### src/rtl/vwhp_pkg.sv
// ----------------------------------------------------------------------------
// Sound header parser package
// Shared constants and command/status types for the header parser.
// ----------------------------------------------------------------------------
package vwhp_pkg;

  localparam int HEADER_BYTES = 128;
  localparam int POS_W = 9;

  localparam logic [1:0] FMT_UNKNOWN = 2'd0;
  localparam logic [1:0] FMT_VOC     = 2'd1;
  localparam logic [1:0] FMT_WAV     = 2'd2;

  localparam logic [1:0] OUT_PENDING = 2'd0;
  localparam logic [1:0] OUT_FOUND   = 2'd1;
  localparam logic [1:0] OUT_FAIL    = 2'd2;

  localparam logic [1:0] KIND_OTHER = 2'd0;
  localparam logic [1:0] KIND_FMT   = 2'd1;
  localparam logic [1:0] KIND_DATA  = 2'd2;

  localparam logic [31:0] VOC_RATE_NUM = 32'd1000000;
  localparam logic [31:0] WAV_DEFAULT_RATE = 32'd11025;

  // Commands from the controller to the datapath.
  typedef struct packed {
    logic take_byte;   // Parse the byte on the input.
    logic finish;      // Compute the result and clear the parse state.
    logic div_start;   // Load the rate divider.
    logic div_step;    // Run one divider iteration.
  } vwhp_cmd_t;

  // Status from the datapath to the controller.
  typedef struct packed {
    logic need_div;    // The pending result needs a VOC rate division.
    logic div_done;    // The divider has finished.
  } vwhp_sts_t;

endpackage

### src/rtl/vwhp_ctrl.sv
// ----------------------------------------------------------------------------
// Sound header parser controller
// Sequences byte intake, the optional rate division and result delivery.
// ----------------------------------------------------------------------------
module vwhp_ctrl import vwhp_pkg::*; (
  input  logic      clk,
  input  logic      rst_n,
  input  logic      in_valid,
  input  logic      in_last,
  output logic      in_stall,
  output logic      out_valid,
  input  logic      out_stall,
  output vwhp_cmd_t cmd,
  input  vwhp_sts_t sts
);

  localparam logic [1:0] ST_RUN  = 2'd0;
  localparam logic [1:0] ST_DIV  = 2'd1;
  localparam logic [1:0] ST_OUT  = 2'd2;

  logic [1:0] state_r, state_nxt;
  logic       in_acc;

  assign in_stall  = (state_r != ST_RUN);
  assign out_valid = (state_r == ST_OUT);
  assign in_acc    = in_valid && (state_r == ST_RUN);

  // Command decode.
  always_comb begin
    cmd.take_byte = in_acc;
    cmd.finish    = in_acc && in_last;
    cmd.div_start = in_acc && in_last;
    cmd.div_step  = (state_r == ST_DIV);
  end

  // Next-state logic.
  always_comb begin
    state_nxt = state_r;
    unique case (state_r)
      ST_RUN: begin
        if (in_acc && in_last) state_nxt = sts.need_div ? ST_DIV : ST_OUT;
      end
      ST_DIV: begin
        if (sts.div_done) state_nxt = ST_OUT;
      end
      ST_OUT: begin
        if (!out_stall) state_nxt = ST_RUN;
      end
      default: state_nxt = ST_RUN;
    endcase
  end

  always_ff @(posedge clk) begin
    if (!rst_n) state_r <= ST_RUN;
    else state_r <= state_nxt;
  end

endmodule

### src/rtl/vwhp_dp.sv
// ----------------------------------------------------------------------------
// Sound header parser datapath
// Byte-wise VOC and RIFF WAVE field parsing, plus a restoring rate divider.
// ----------------------------------------------------------------------------
module vwhp_dp import vwhp_pkg::*; (
  input  logic        clk,
  input  logic        rst_n,
  input  vwhp_cmd_t   cmd,
  output vwhp_sts_t   sts,
  input  logic [7:0]  in_header_byte,
  output logic        out_found,
  output logic [1:0]  out_format_kind,
  output logic [7:0]  out_pcm_offset,
  output logic [30:0] out_pcm_len,
  output logic [31:0] out_sample_rate
);

  logic [POS_W-1:0] pos_r;
  logic [1:0]       fmt_r;
  logic [15:0]      boff_r;
  logic [POS_W-1:0] ncp_r;
  logic [1:0]       kind_r;
  logic [31:0]      shift_r;
  logic             fmtok_r;
  logic [31:0]      wrate_r;
  logic [23:0]      vsize_r;
  logic [7:0]       vdiv_r;
  logic [1:0]       outc_r;

  logic [POS_W-1:0] pos_nxt;
  logic [1:0]       fmt_nxt;
  logic [15:0]      boff_nxt;
  logic [POS_W-1:0] ncp_nxt;
  logic [1:0]       kind_nxt;
  logic [31:0]      shift_nxt;
  logic             fmtok_nxt;
  logic [31:0]      wrate_nxt;
  logic [23:0]      vsize_nxt;
  logic [7:0]       vdiv_nxt;
  logic [1:0]       outc_nxt;

  logic [7:0] b;
  logic [POS_W-1:0] pos;
  logic [16:0] rel;
  logic [16:0] ncp_e;
  logic [16:0] off_c;
  logic [16:0] foff;
  logic [33:0] nxt_chunk;
  logic [31:0] sz;
  logic [16:0] body;
  logic        fin_found;

  assign b   = in_header_byte;
  assign pos = pos_r;

  // Byte parsing: next values of the parse state.
  always_comb begin
    pos_nxt = pos_r; fmt_nxt = fmt_r; boff_nxt = boff_r; ncp_nxt = ncp_r;
    kind_nxt = kind_r; shift_nxt = shift_r; fmtok_nxt = fmtok_r;
    wrate_nxt = wrate_r; vsize_nxt = vsize_r; vdiv_nxt = vdiv_r; outc_nxt = outc_r;
    rel = 17'(pos) - 17'(boff_r);
    ncp_e = 17'(ncp_r);
    off_c = 17'(pos) - ncp_e;
    foff = 17'(pos) - 17'(boff_r);
    sz = {b, shift_r[31:8]};
    body = ncp_e + 17'd8;
    nxt_chunk = 34'(body) + 34'(sz) + 34'(sz[0]);
    if (cmd.take_byte && (32'(pos) < HEADER_BYTES)) begin
      if (pos == '0) begin
        fmt_nxt = (b == "C") ? FMT_VOC : ((b == "R") ? FMT_WAV : FMT_UNKNOWN);
        if (fmt_nxt == FMT_UNKNOWN) outc_nxt = OUT_FAIL;
      end
      if (outc_nxt == OUT_PENDING) begin
        if (fmt_nxt == FMT_VOC) begin
          // VOC block offset and block header checks.
          if (pos == POS_W'(20)) begin
            boff_nxt = {8'd0, b};
          end else if (pos == POS_W'(21)) begin
            boff_nxt = {b, boff_r[7:0]};
            if (boff_nxt < 16'd26 || 32'(boff_nxt) + 32'd6 > HEADER_BYTES
                || 32'(boff_nxt) + 32'd6 > 32'd255) outc_nxt = OUT_FAIL;
          end else if (pos >= POS_W'(22) && 16'(pos) >= boff_r) begin
            if (rel == 17'd0) begin
              if (b != 8'd1) outc_nxt = OUT_FAIL;
            end else if (rel == 17'd1) vsize_nxt[7:0] = b;
            else if (rel == 17'd2) vsize_nxt[15:8] = b;
            else if (rel == 17'd3) vsize_nxt[23:16] = b;
            else if (rel == 17'd4) vdiv_nxt = b;
            else if (rel == 17'd5) begin
              outc_nxt = (b != 8'd0 || vsize_r < 24'd3) ? OUT_FAIL : OUT_FOUND;
            end
          end
        end else if (fmt_nxt == FMT_WAV) begin
          // RIFF/WAVE tags, then the chunk walk.
          if (pos < POS_W'(4)) begin
            if (b != 8'("RIFF" >> (8 * (3 - 32'(pos))))) outc_nxt = OUT_FAIL;
          end else if (pos >= POS_W'(8) && pos < POS_W'(12)) begin
            if (b != 8'("WAVE" >> (8 * (11 - 32'(pos))))) outc_nxt = OUT_FAIL;
          end else if (pos >= POS_W'(12)) begin
            if (17'(pos) >= ncp_e && 17'(pos) < ncp_e + 17'd8
                && 32'(ncp_e) + 32'd8 <= HEADER_BYTES) begin
              if (off_c == 17'd0) begin
                kind_nxt = (b == "f") ? KIND_FMT : ((b == "d") ? KIND_DATA : KIND_OTHER);
              end else if (off_c < 17'd4) begin
                if (kind_r == KIND_FMT && b != 8'("fmt " >> (8 * (3 - 32'(off_c)))))
                  kind_nxt = KIND_OTHER;
                if (kind_r == KIND_DATA && b != 8'("data" >> (8 * (3 - 32'(off_c)))))
                  kind_nxt = KIND_OTHER;
              end else begin
                shift_nxt = sz;
                if (off_c == 17'd7) begin
                  boff_nxt = 16'(body);
                  if (kind_r == KIND_FMT && (32'(body) + 32'd16 > HEADER_BYTES
                      || sz < 32'd16)) begin
                    outc_nxt = OUT_FAIL;
                  end else if (kind_r == KIND_DATA) begin
                    outc_nxt = (!fmtok_r || sz == 32'd0 || sz[31] || body > 17'd255)
                               ? OUT_FAIL : OUT_FOUND;
                  end else if (sz[31] || nxt_chunk > 34'(HEADER_BYTES)) begin
                    ncp_nxt = POS_W'(HEADER_BYTES);
                  end else begin
                    ncp_nxt = POS_W'(nxt_chunk);
                  end
                end
              end
            end else if (kind_r == KIND_FMT && 17'(pos) >= 17'(boff_r)
                         && foff < 17'd16) begin
              case (foff[3:0])
                4'd0, 4'd2: if (b != 8'd1) outc_nxt = OUT_FAIL;
                4'd1, 4'd3: if (b != 8'd0) outc_nxt = OUT_FAIL;
                4'd4, 4'd5, 4'd6: shift_nxt = sz;
                4'd7: begin shift_nxt = sz; wrate_nxt = sz; end
                4'd14: if (b != 8'd8) outc_nxt = OUT_FAIL;
                4'd15: begin
                  if (b != 8'd0) outc_nxt = OUT_FAIL;
                  else fmtok_nxt = 1'b1;
                end
                default: ;
              endcase
            end
          end
        end
      end
      pos_nxt = pos_r + 1'b1;
    end
  end

  assign fin_found = (32'(pos_nxt) >= 32'd32) && (outc_nxt == OUT_FOUND);

  // Restoring divider for the VOC rate, one quotient bit per cycle.
  logic [31:0] dq_r;
  logic [8:0]  drem_r;
  logic [8:0]  dden_r;
  logic [5:0]  dcnt_r;
  logic [9:0]  trial;
  assign trial = {drem_r, dq_r[31]} - {1'b0, dden_r};

  // Status back to the controller.
  assign sts = '{need_div: fin_found && (fmt_nxt == FMT_VOC),
                 div_done: (dcnt_r == 6'd0)};

  always_ff @(posedge clk) begin
    if (!rst_n) begin
      dcnt_r <= '0;
    end else if (cmd.div_start) begin
      dq_r <= VOC_RATE_NUM; drem_r <= '0;
      dden_r <= 9'd256 - {1'b0, vdiv_nxt};
      dcnt_r <= sts.need_div ? 6'd32 : 6'd0;
    end else if (cmd.div_step && dcnt_r != 0) begin
      if (!trial[9]) begin
        drem_r <= trial[8:0]; dq_r <= {dq_r[30:0], 1'b1};
      end else begin
        drem_r <= {drem_r[7:0], dq_r[31]}; dq_r <= {dq_r[30:0], 1'b0};
      end
      dcnt_r <= dcnt_r - 1'b1;
    end
  end

  // Result register; the VOC rate is taken from the divider.
  logic out_voc_r;
  logic [31:0] rate_r;
  always_ff @(posedge clk) begin
    if (cmd.finish) begin
      out_found <= fin_found;
      out_format_kind <= fmt_nxt;
      out_voc_r <= fin_found && fmt_nxt == FMT_VOC;
      out_pcm_offset <= !fin_found ? 8'd0 :
                        (fmt_nxt == FMT_VOC ? 8'(boff_nxt + 16'd6) : boff_nxt[7:0]);
      out_pcm_len <= !fin_found ? 31'd0 :
                     (fmt_nxt == FMT_VOC ? 31'(vsize_nxt - 24'd2) : shift_nxt[30:0]);
      rate_r <= (fin_found && fmt_nxt != FMT_VOC) ? wrate_nxt : 32'd0;
    end
  end
  assign out_sample_rate = out_voc_r ? dq_r : rate_r;

  // Parse state, cleared after every result.
  always_ff @(posedge clk) begin
    if (!rst_n || cmd.finish) begin
      pos_r <= '0; fmt_r <= FMT_UNKNOWN; boff_r <= '0; ncp_r <= POS_W'(12);
      kind_r <= KIND_OTHER; shift_r <= '0; fmtok_r <= 1'b0;
      wrate_r <= WAV_DEFAULT_RATE; vsize_r <= '0; vdiv_r <= '0; outc_r <= OUT_PENDING;
    end else begin
      pos_r <= pos_nxt; fmt_r <= fmt_nxt; boff_r <= boff_nxt; ncp_r <= ncp_nxt;
      kind_r <= kind_nxt; shift_r <= shift_nxt; fmtok_r <= fmtok_nxt;
      wrate_r <= wrate_nxt; vsize_r <= vsize_nxt; vdiv_r <= vdiv_nxt; outc_r <= outc_nxt;
    end
  end

endmodule

### src/rtl/voc_wav_header_parser_unit.sv
// One header byte is taken per cycle unless input is stalled. On the last byte
// the result appears in the next cycle for WAV files and failures, and after
// the one-bit-per-cycle rate divider finishes for a found VOC block. Input
// is stalled from the last byte until the result request is taken.
// ----------------------------------------------------------------------------
// Sound header parser top level
// Locates 8-bit mono PCM in a VOC or RIFF WAVE header.
// ----------------------------------------------------------------------------
module voc_wav_header_parser_unit import vwhp_pkg::*; (
  input  logic        clk,
  input  logic        rst_n,
  input  logic        in_valid,
  output logic        in_stall,
  input  logic [7:0]  in_header_byte,
  input  logic        in_last_byte,
  output logic        out_valid,
  input  logic        out_stall,
  output logic        out_found,
  output logic [1:0]  out_format_kind,
  output logic [7:0]  out_pcm_offset,
  output logic [30:0] out_pcm_len,
  output logic [31:0] out_sample_rate
);

  vwhp_cmd_t cmd;
  vwhp_sts_t sts;

  vwhp_ctrl u_ctrl (
    .clk(clk), .rst_n(rst_n), .in_valid(in_valid), .in_last(in_last_byte),
    .in_stall(in_stall), .out_valid(out_valid), .out_stall(out_stall),
    .cmd(cmd), .sts(sts)
  );

  vwhp_dp u_dp (
    .clk(clk), .rst_n(rst_n), .cmd(cmd), .sts(sts),
    .in_header_byte(in_header_byte), .out_found(out_found),
    .out_format_kind(out_format_kind), .out_pcm_offset(out_pcm_offset),
    .out_pcm_len(out_pcm_len), .out_sample_rate(out_sample_rate)
  );

endmodule

### config.mk
export PLATFORM = sky130hd
export DESIGN_NAME = voc_wav_header_parser_unit
export DESIGN_NICKNAME = d
export VERILOG_FILES = /design/src/rtl/vwhp_pkg.sv /design/src/rtl/vwhp_ctrl.sv /design/src/rtl/vwhp_dp.sv /design/src/rtl/voc_wav_header_parser_unit.sv
export SDC_FILE = /design/constraint.sdc
export NUM_CORES = 1
export LEC_CHECK = 0
export BUFFER_PORTS_ARGS = -buffer_cell sky130_fd_sc_hd__buf_4
export CORE_ASPECT_RATIO = 0.9
export CORE_MARGIN = 2
export CORE_UTILIZATION = 28
export CTS_BUF_LIST = sky130_fd_sc_hd__clkbuf_16
export DETAILED_ROUTE_END_ITERATION = 7
export PLACE_DENSITY = 0.41
export RECOVER_POWER = 100
export SYNTH_ARGS = -nofsm -noshare
export SYNTH_HDL_FRONTEND = slang
export SYNTH_SLANG_ARGS = --single-unit
### constraint.sdc
create_clock -name clk -period 9.3 [get_ports clk]
set_clock_uncertainty 0.2 [all_clocks]
set_input_delay 1.395 -clock clk [delete_from_list [all_inputs] [get_ports clk]]
set_output_delay 1.395 -clock clk [all_outputs]
set_load 0.03 [all_outputs]
==> metrics.txt <==
# TYPE chip_impl_metric gauge
chip_impl_metric{name="post-synth-top-area-fraction",unit=""} 0.214
chip_impl_metric{name="postPlaceCellArea",unit="um^2"} 19000
chip_impl_metric{name="final.fill_count",unit=""} 6705
chip_impl_metric{name="drt.antenna.violating_nets",unit=""} 0
chip_impl_metric{name="dieWidth",unit="um"} 268
chip_impl_metric{name="globalRouteTotalUtil",unit=""} 0.189
chip_impl_info{name="status",value="complete, but fails checks"} 1
chip_impl_metric{name="grt_max_degree",unit=""} 93
chip_impl_info{name="yosys_most_used_dff",value="dfxtp_1"} 1
chip_impl_metric{name="synthesis.nets",unit=""} 2072
chip_impl_metric{name="drc_errors",unit=""} 0
chip_impl_info{name="worstPathCellList",value="ha_1 > nand3_1 > xnor2_1 > ha_1 > a21oi_1 > a21o_1 > o21ai_0 > nand2_2 > or4_1 > a2111oi_1 > a31o_1 > o221ai_1 > a31o_2 > nand4b_2 > o31a_1"} 1
chip_impl_metric{name="first_pass_iters",unit=""} 5
chip_impl_metric{name="maxClockFrequency",unit="GHz"} 0.137
chip_impl_info{name="netlist_top_cells_area",value="edfxtp_1 (21%), dfxtp_1 (17%), mux2i_1 (5.9%)"} 1
chip_impl_metric{name="worst_slew_pin_slew",unit="ps"} 4640
chip_impl_metric{name="total_power",unit="mW"} 2.65
chip_impl_metric{name="worst_skew_pair.late_latency",unit="ps"} 610
chip_impl_info{name="timing.setup.critical_path_class",value="register to register"} 1
chip_impl_metric{name="synth_area_per_cell",unit="um^2"} 8.81
chip_impl_metric{name="path_clk_slew",unit="ps"} 70
chip_impl_metric{name="netlist-cell-type-count",unit=""} 102
chip_impl_info{name="cts_tree",value="yes"} 1
chip_impl_metric{name="drt_wl_total",unit="mm"} 61.8
chip_impl_metric{name="cp_num_buf_inv",unit=""} 0
chip_impl_metric{name="first_global_vias",unit=""} 14900
chip_impl_metric{name="routedWlPerCell",unit="um"} 21.4
chip_impl_metric{name="floorplan.die.height",unit="um"} 241
chip_impl_metric{name="cts-hold-fix-buffers",unit=""} 0
chip_impl_metric{name="yosys_warnings",unit=""} 0
chip_impl_metric{name="tritoncts_num_sinks",unit=""} 270
chip_impl_metric{name="synth.cell_area",unit="um^2"} 17500
chip_impl_metric{name="drt_iter0_markers",unit=""} 1045
chip_impl_info{name="startpoint",value="u_dp.ncp_r[3]"} 1
chip_impl_metric{name="place.port_buffers",unit=""} 88
chip_impl_metric{name="power.density_cell_area",unit="nW/um^2"} 135
chip_impl_metric{name="final_period_minus_worst_setup_slack",unit="ps"} 7300
chip_impl_metric{name="cp_slowest_stage_delay",unit="ps"} 2060
chip_impl_info{name="worst_r2r_startpoint",value="u_dp.ncp_r[3]"} 1
chip_impl_metric{name="vdd_drop_max",unit="uV"} 138
chip_impl_metric{name="routed-via-count",unit=""} 15200
chip_impl_metric{name="setup_violations",unit=""} 0
chip_impl_metric{name="totalNegativeSetupSlack",unit="ps"} 0
chip_impl_metric{name="regToRegSetupSlack",unit="ps"} 2000
chip_impl_metric{name="cts_repair_resize_count",unit=""} 0
chip_impl_info{name="path_common_cell",value="ha_1"} 1
chip_impl_metric{name="slew_violations",unit=""} 404
chip_impl_metric{name="setup_ws",unit="ps"} 2000
chip_impl_metric{name="hold_depth",unit=""} 2
chip_impl_info{name="hold_path_sink",value="u_dp.boff_r[8]"} 1
chip_impl_metric{name="antenna_cells_inserted",unit=""} 0
chip_impl_info{name="synth_top_area_cell",value="edfxtp_1"} 1
chip_impl_info{name="violated_checks",value="max-capacitance violations, max-slew violations"} 1
chip_impl_metric{name="critical_path_peak_fanout",unit=""} 19
chip_impl_metric{name="final_core_util",unit=""} 0.315
chip_impl_info{name="layout.cells.most_common",value="nor2_1"} 1
chip_impl_info{name="cts_root_buf",value="clkbuf_16"} 1
chip_impl_info{name="min_from",value="u_dp.boff_r[8]"} 1
chip_impl_metric{name="design.die.area",unit="um^2"} 64700
chip_impl_info{name="highest_count_cells_in_the_layout_ignoring_fill_and_taps",value="nor2_1 (270), nand2_1 (148), dfxtp_1 (145)"} 1
chip_impl_metric{name="worst_r2r_path_depth",unit=""} 15
chip_impl_metric{name="number_of_enable_flip_flop_cells_after_synthesis",unit=""} 125
chip_impl_metric{name="grt_pass1_wl",unit="mm"} 93.9
chip_impl_metric{name="cap_violations",unit=""} 9
chip_impl_metric{name="htree_levels",unit=""} 1
chip_impl_metric{name="multiInputGateArea",unit="um^2"} 10100
chip_impl_info{name="critical_path.slowest_cell",value="o21ai_0"} 1
chip_impl_metric{name="max-slew-margin-rel",unit=""} -2.09
chip_impl_metric{name="synth_seq_cells",unit=""} 270
chip_impl_metric{name="vias_per_cell",unit=""} 5.27
chip_impl_info{name="regToRegEndpoint",value="u_dp.ncp_r[7]"} 1
chip_impl_metric{name="layout.cell_area.non_filler",unit="um^2"} 19600
chip_impl_metric{name="ys_seq_area_frac",unit=""} 0.379
chip_impl_metric{name="hold_viol_final",unit=""} 0
chip_impl_metric{name="drive_gt1_frac",unit=""} 0.0787
chip_impl_metric{name="critPathArrivalTime",unit="ps"} 7590
chip_impl_metric{name="row_count",unit=""} 87
chip_impl_info{name="hold_path.class",value="register to register"} 1
chip_impl_metric{name="placed_cells_incl_taps",unit=""} 2833
chip_impl_metric{name="timing.final.crit_share",unit=""} 0.785
chip_impl_metric{name="fin_worst_hold_slack",unit="ps"} 257
chip_impl_metric{name="fin_cells",unit=""} 2891
chip_impl_metric{name="grt_overflow",unit=""} 0
chip_impl_metric{name="numCtsBuffers",unit=""} 31
chip_impl_metric{name="seq_area",unit="um^2"} 6660
chip_impl_info{name="rsz_0062_raised_after_global_routing",value="no"} 1
chip_impl_metric{name="clockBufferDepth",unit=""} 3
chip_impl_metric{name="p_leak",unit="nW"} 7.03
chip_impl_metric{name="dpl.hpwl",unit="mm"} 45.3
chip_impl_metric{name="num-nets-final",unit=""} 2101
chip_impl_metric{name="area_of_the_core",unit="um^2"} 62300
chip_impl_metric{name="floorplan.io_pins",unit=""} 89
chip_impl_metric{name="timing.critical_path.required",unit="ps"} 9590
chip_impl_metric{name="syn_to_final_growth",unit="%"} 11.7
chip_impl_metric{name="syn-instance-count",unit=""} 1992
chip_impl_metric{name="floorplan.initialDensity",unit=""} 0.282
chip_impl_metric{name="synth-async-reset-ratio",unit=""} 0
chip_impl_metric{name="antenna_violations_before_repair",unit=""} 0
chip_impl_info{name="worst_setup_path_end_kind",value="register"} 1
chip_impl_metric{name="gp_congestion",unit=""} 0.904
chip_impl_metric{name="post_cts_buffers",unit=""} 0
chip_impl_metric{name="place_ws",unit="ps"} 2580
chip_impl_info{name="cp-start-kind",value="register"} 1
chip_impl_info{name="critical_path.top_delay_family",value="compound AO/OA/AOI/OAI gates"} 1
per-layer routing:
metal,global-route usage,vias up,part of all wire
li1,-,7330,-
met1,0.272,7492,0.49
met2,0.302,342,0.45
met3,0.0275,67,0.049
met4,0.0374,0,0.018
met5,0,-,0
flip-flops by register name, indices dropped and copies added, names as in the netlist, 6 cells and up:
register	flops
u_dp.ncp_r	9
u_dp.dden_r	9
u_dp.shift_r	32
u_dp.dq_r	32
u_dp.rate_r	32
u_dp.vdiv_r	8
u_dp.dcnt_r	6
u_dp.pos	9
u_dp.wrate_r	32
u_dp.vsize_r	24
u_dp.out_pcm_len	31
u_dp.boff_r	16
u_dp.out_pcm_offset	8
u_dp.drem_r	9
kinds of logic after synthesis:
kind of cell,synth area share
AND/OR/NAND/NOR,0.240
AO/OA/AOI/OAI,0.159
flip-flops,0.379
buffers and inverters,0.0442
multiplexers,0.0831
XOR/XNOR,0.0434
adder cells (fa/ha/maj),0.0501
worst register-to-register path, delay by kind of cell (launching register included):
kind / cells / cell delay [ps]
adder cells (fa/ha/maj): 2 / 710
flip-flops: 1 / 510
AO/OA/AOI/OAI: 8 / 4070
AND/OR/NAND/NOR: 4 / 1210
XOR/XNOR: 1 / 480
how the worst max path moves through the flow:
| stage | end | slack [ps] | cells past startpoint |
|---|---|---|---|
| 2_1_floorplan | u_dp.out_pcm_len[21] | 3830 | 17 |
| 3_3_place_gp | u_dp.out_pcm_len[21] | 2690 | 16 |
| 3_5_place_dp | u_dp.out_pcm_len[21] | 2580 | 16 |
| 4_1_cts | u_dp.out_pcm_len[23] | 3220 | 17 |
| 5_1_grt | u_dp.ncp_r[1] | 1390 | 15 |
| 6_report | u_dp.ncp_r[7] | 2000 | 15 |
power breakdown:
group / switching, mW / internal (mW)
clock: 0.535 / 0.667
sequential: 0.00891 / 1.26
combinational: 0.134 / 0.0500
layout make-up:
cell class | instances | area share
inverters | 76 | 0.0146
repair buffers | 108 | 0.0268
clock buffers | 31 | 0.0396
flip-flops and latches | 270 | 0.340
well taps | 845 | 0.0540
multi-input cells | 1534 | 0.515
clock inverters | 27 | 0.0105
synth_stat cells (10+ instances only):
cell type	n
a211oi_1	35
a21o_1	17
a21oi_1	118
a31oi_1	14
and2_1	40
and3_1	20
buf_2	28
clkbuf_1	69
dfxtp_1	145
edfxtp_1	125
ha_1	63
inv_1	76
mux2_2	35
mux2i_1	104
nand2_1	149
nand2b_1	28
nand3_1	72
nand3b_1	10
nand4_1	33
nand4b_1	13
nor2_1	270
nor2b_1	25
nor3_1	40
nor4_1	23
o2111ai_1	12
o211ai_1	20
o21a_1	14
o21ai_0	70
o31ai_1	13
or2_2	11
or3_1	25
or4_1	11
xnor2_1	57
xor2_1	30
(Power assumes the default switching activity.)
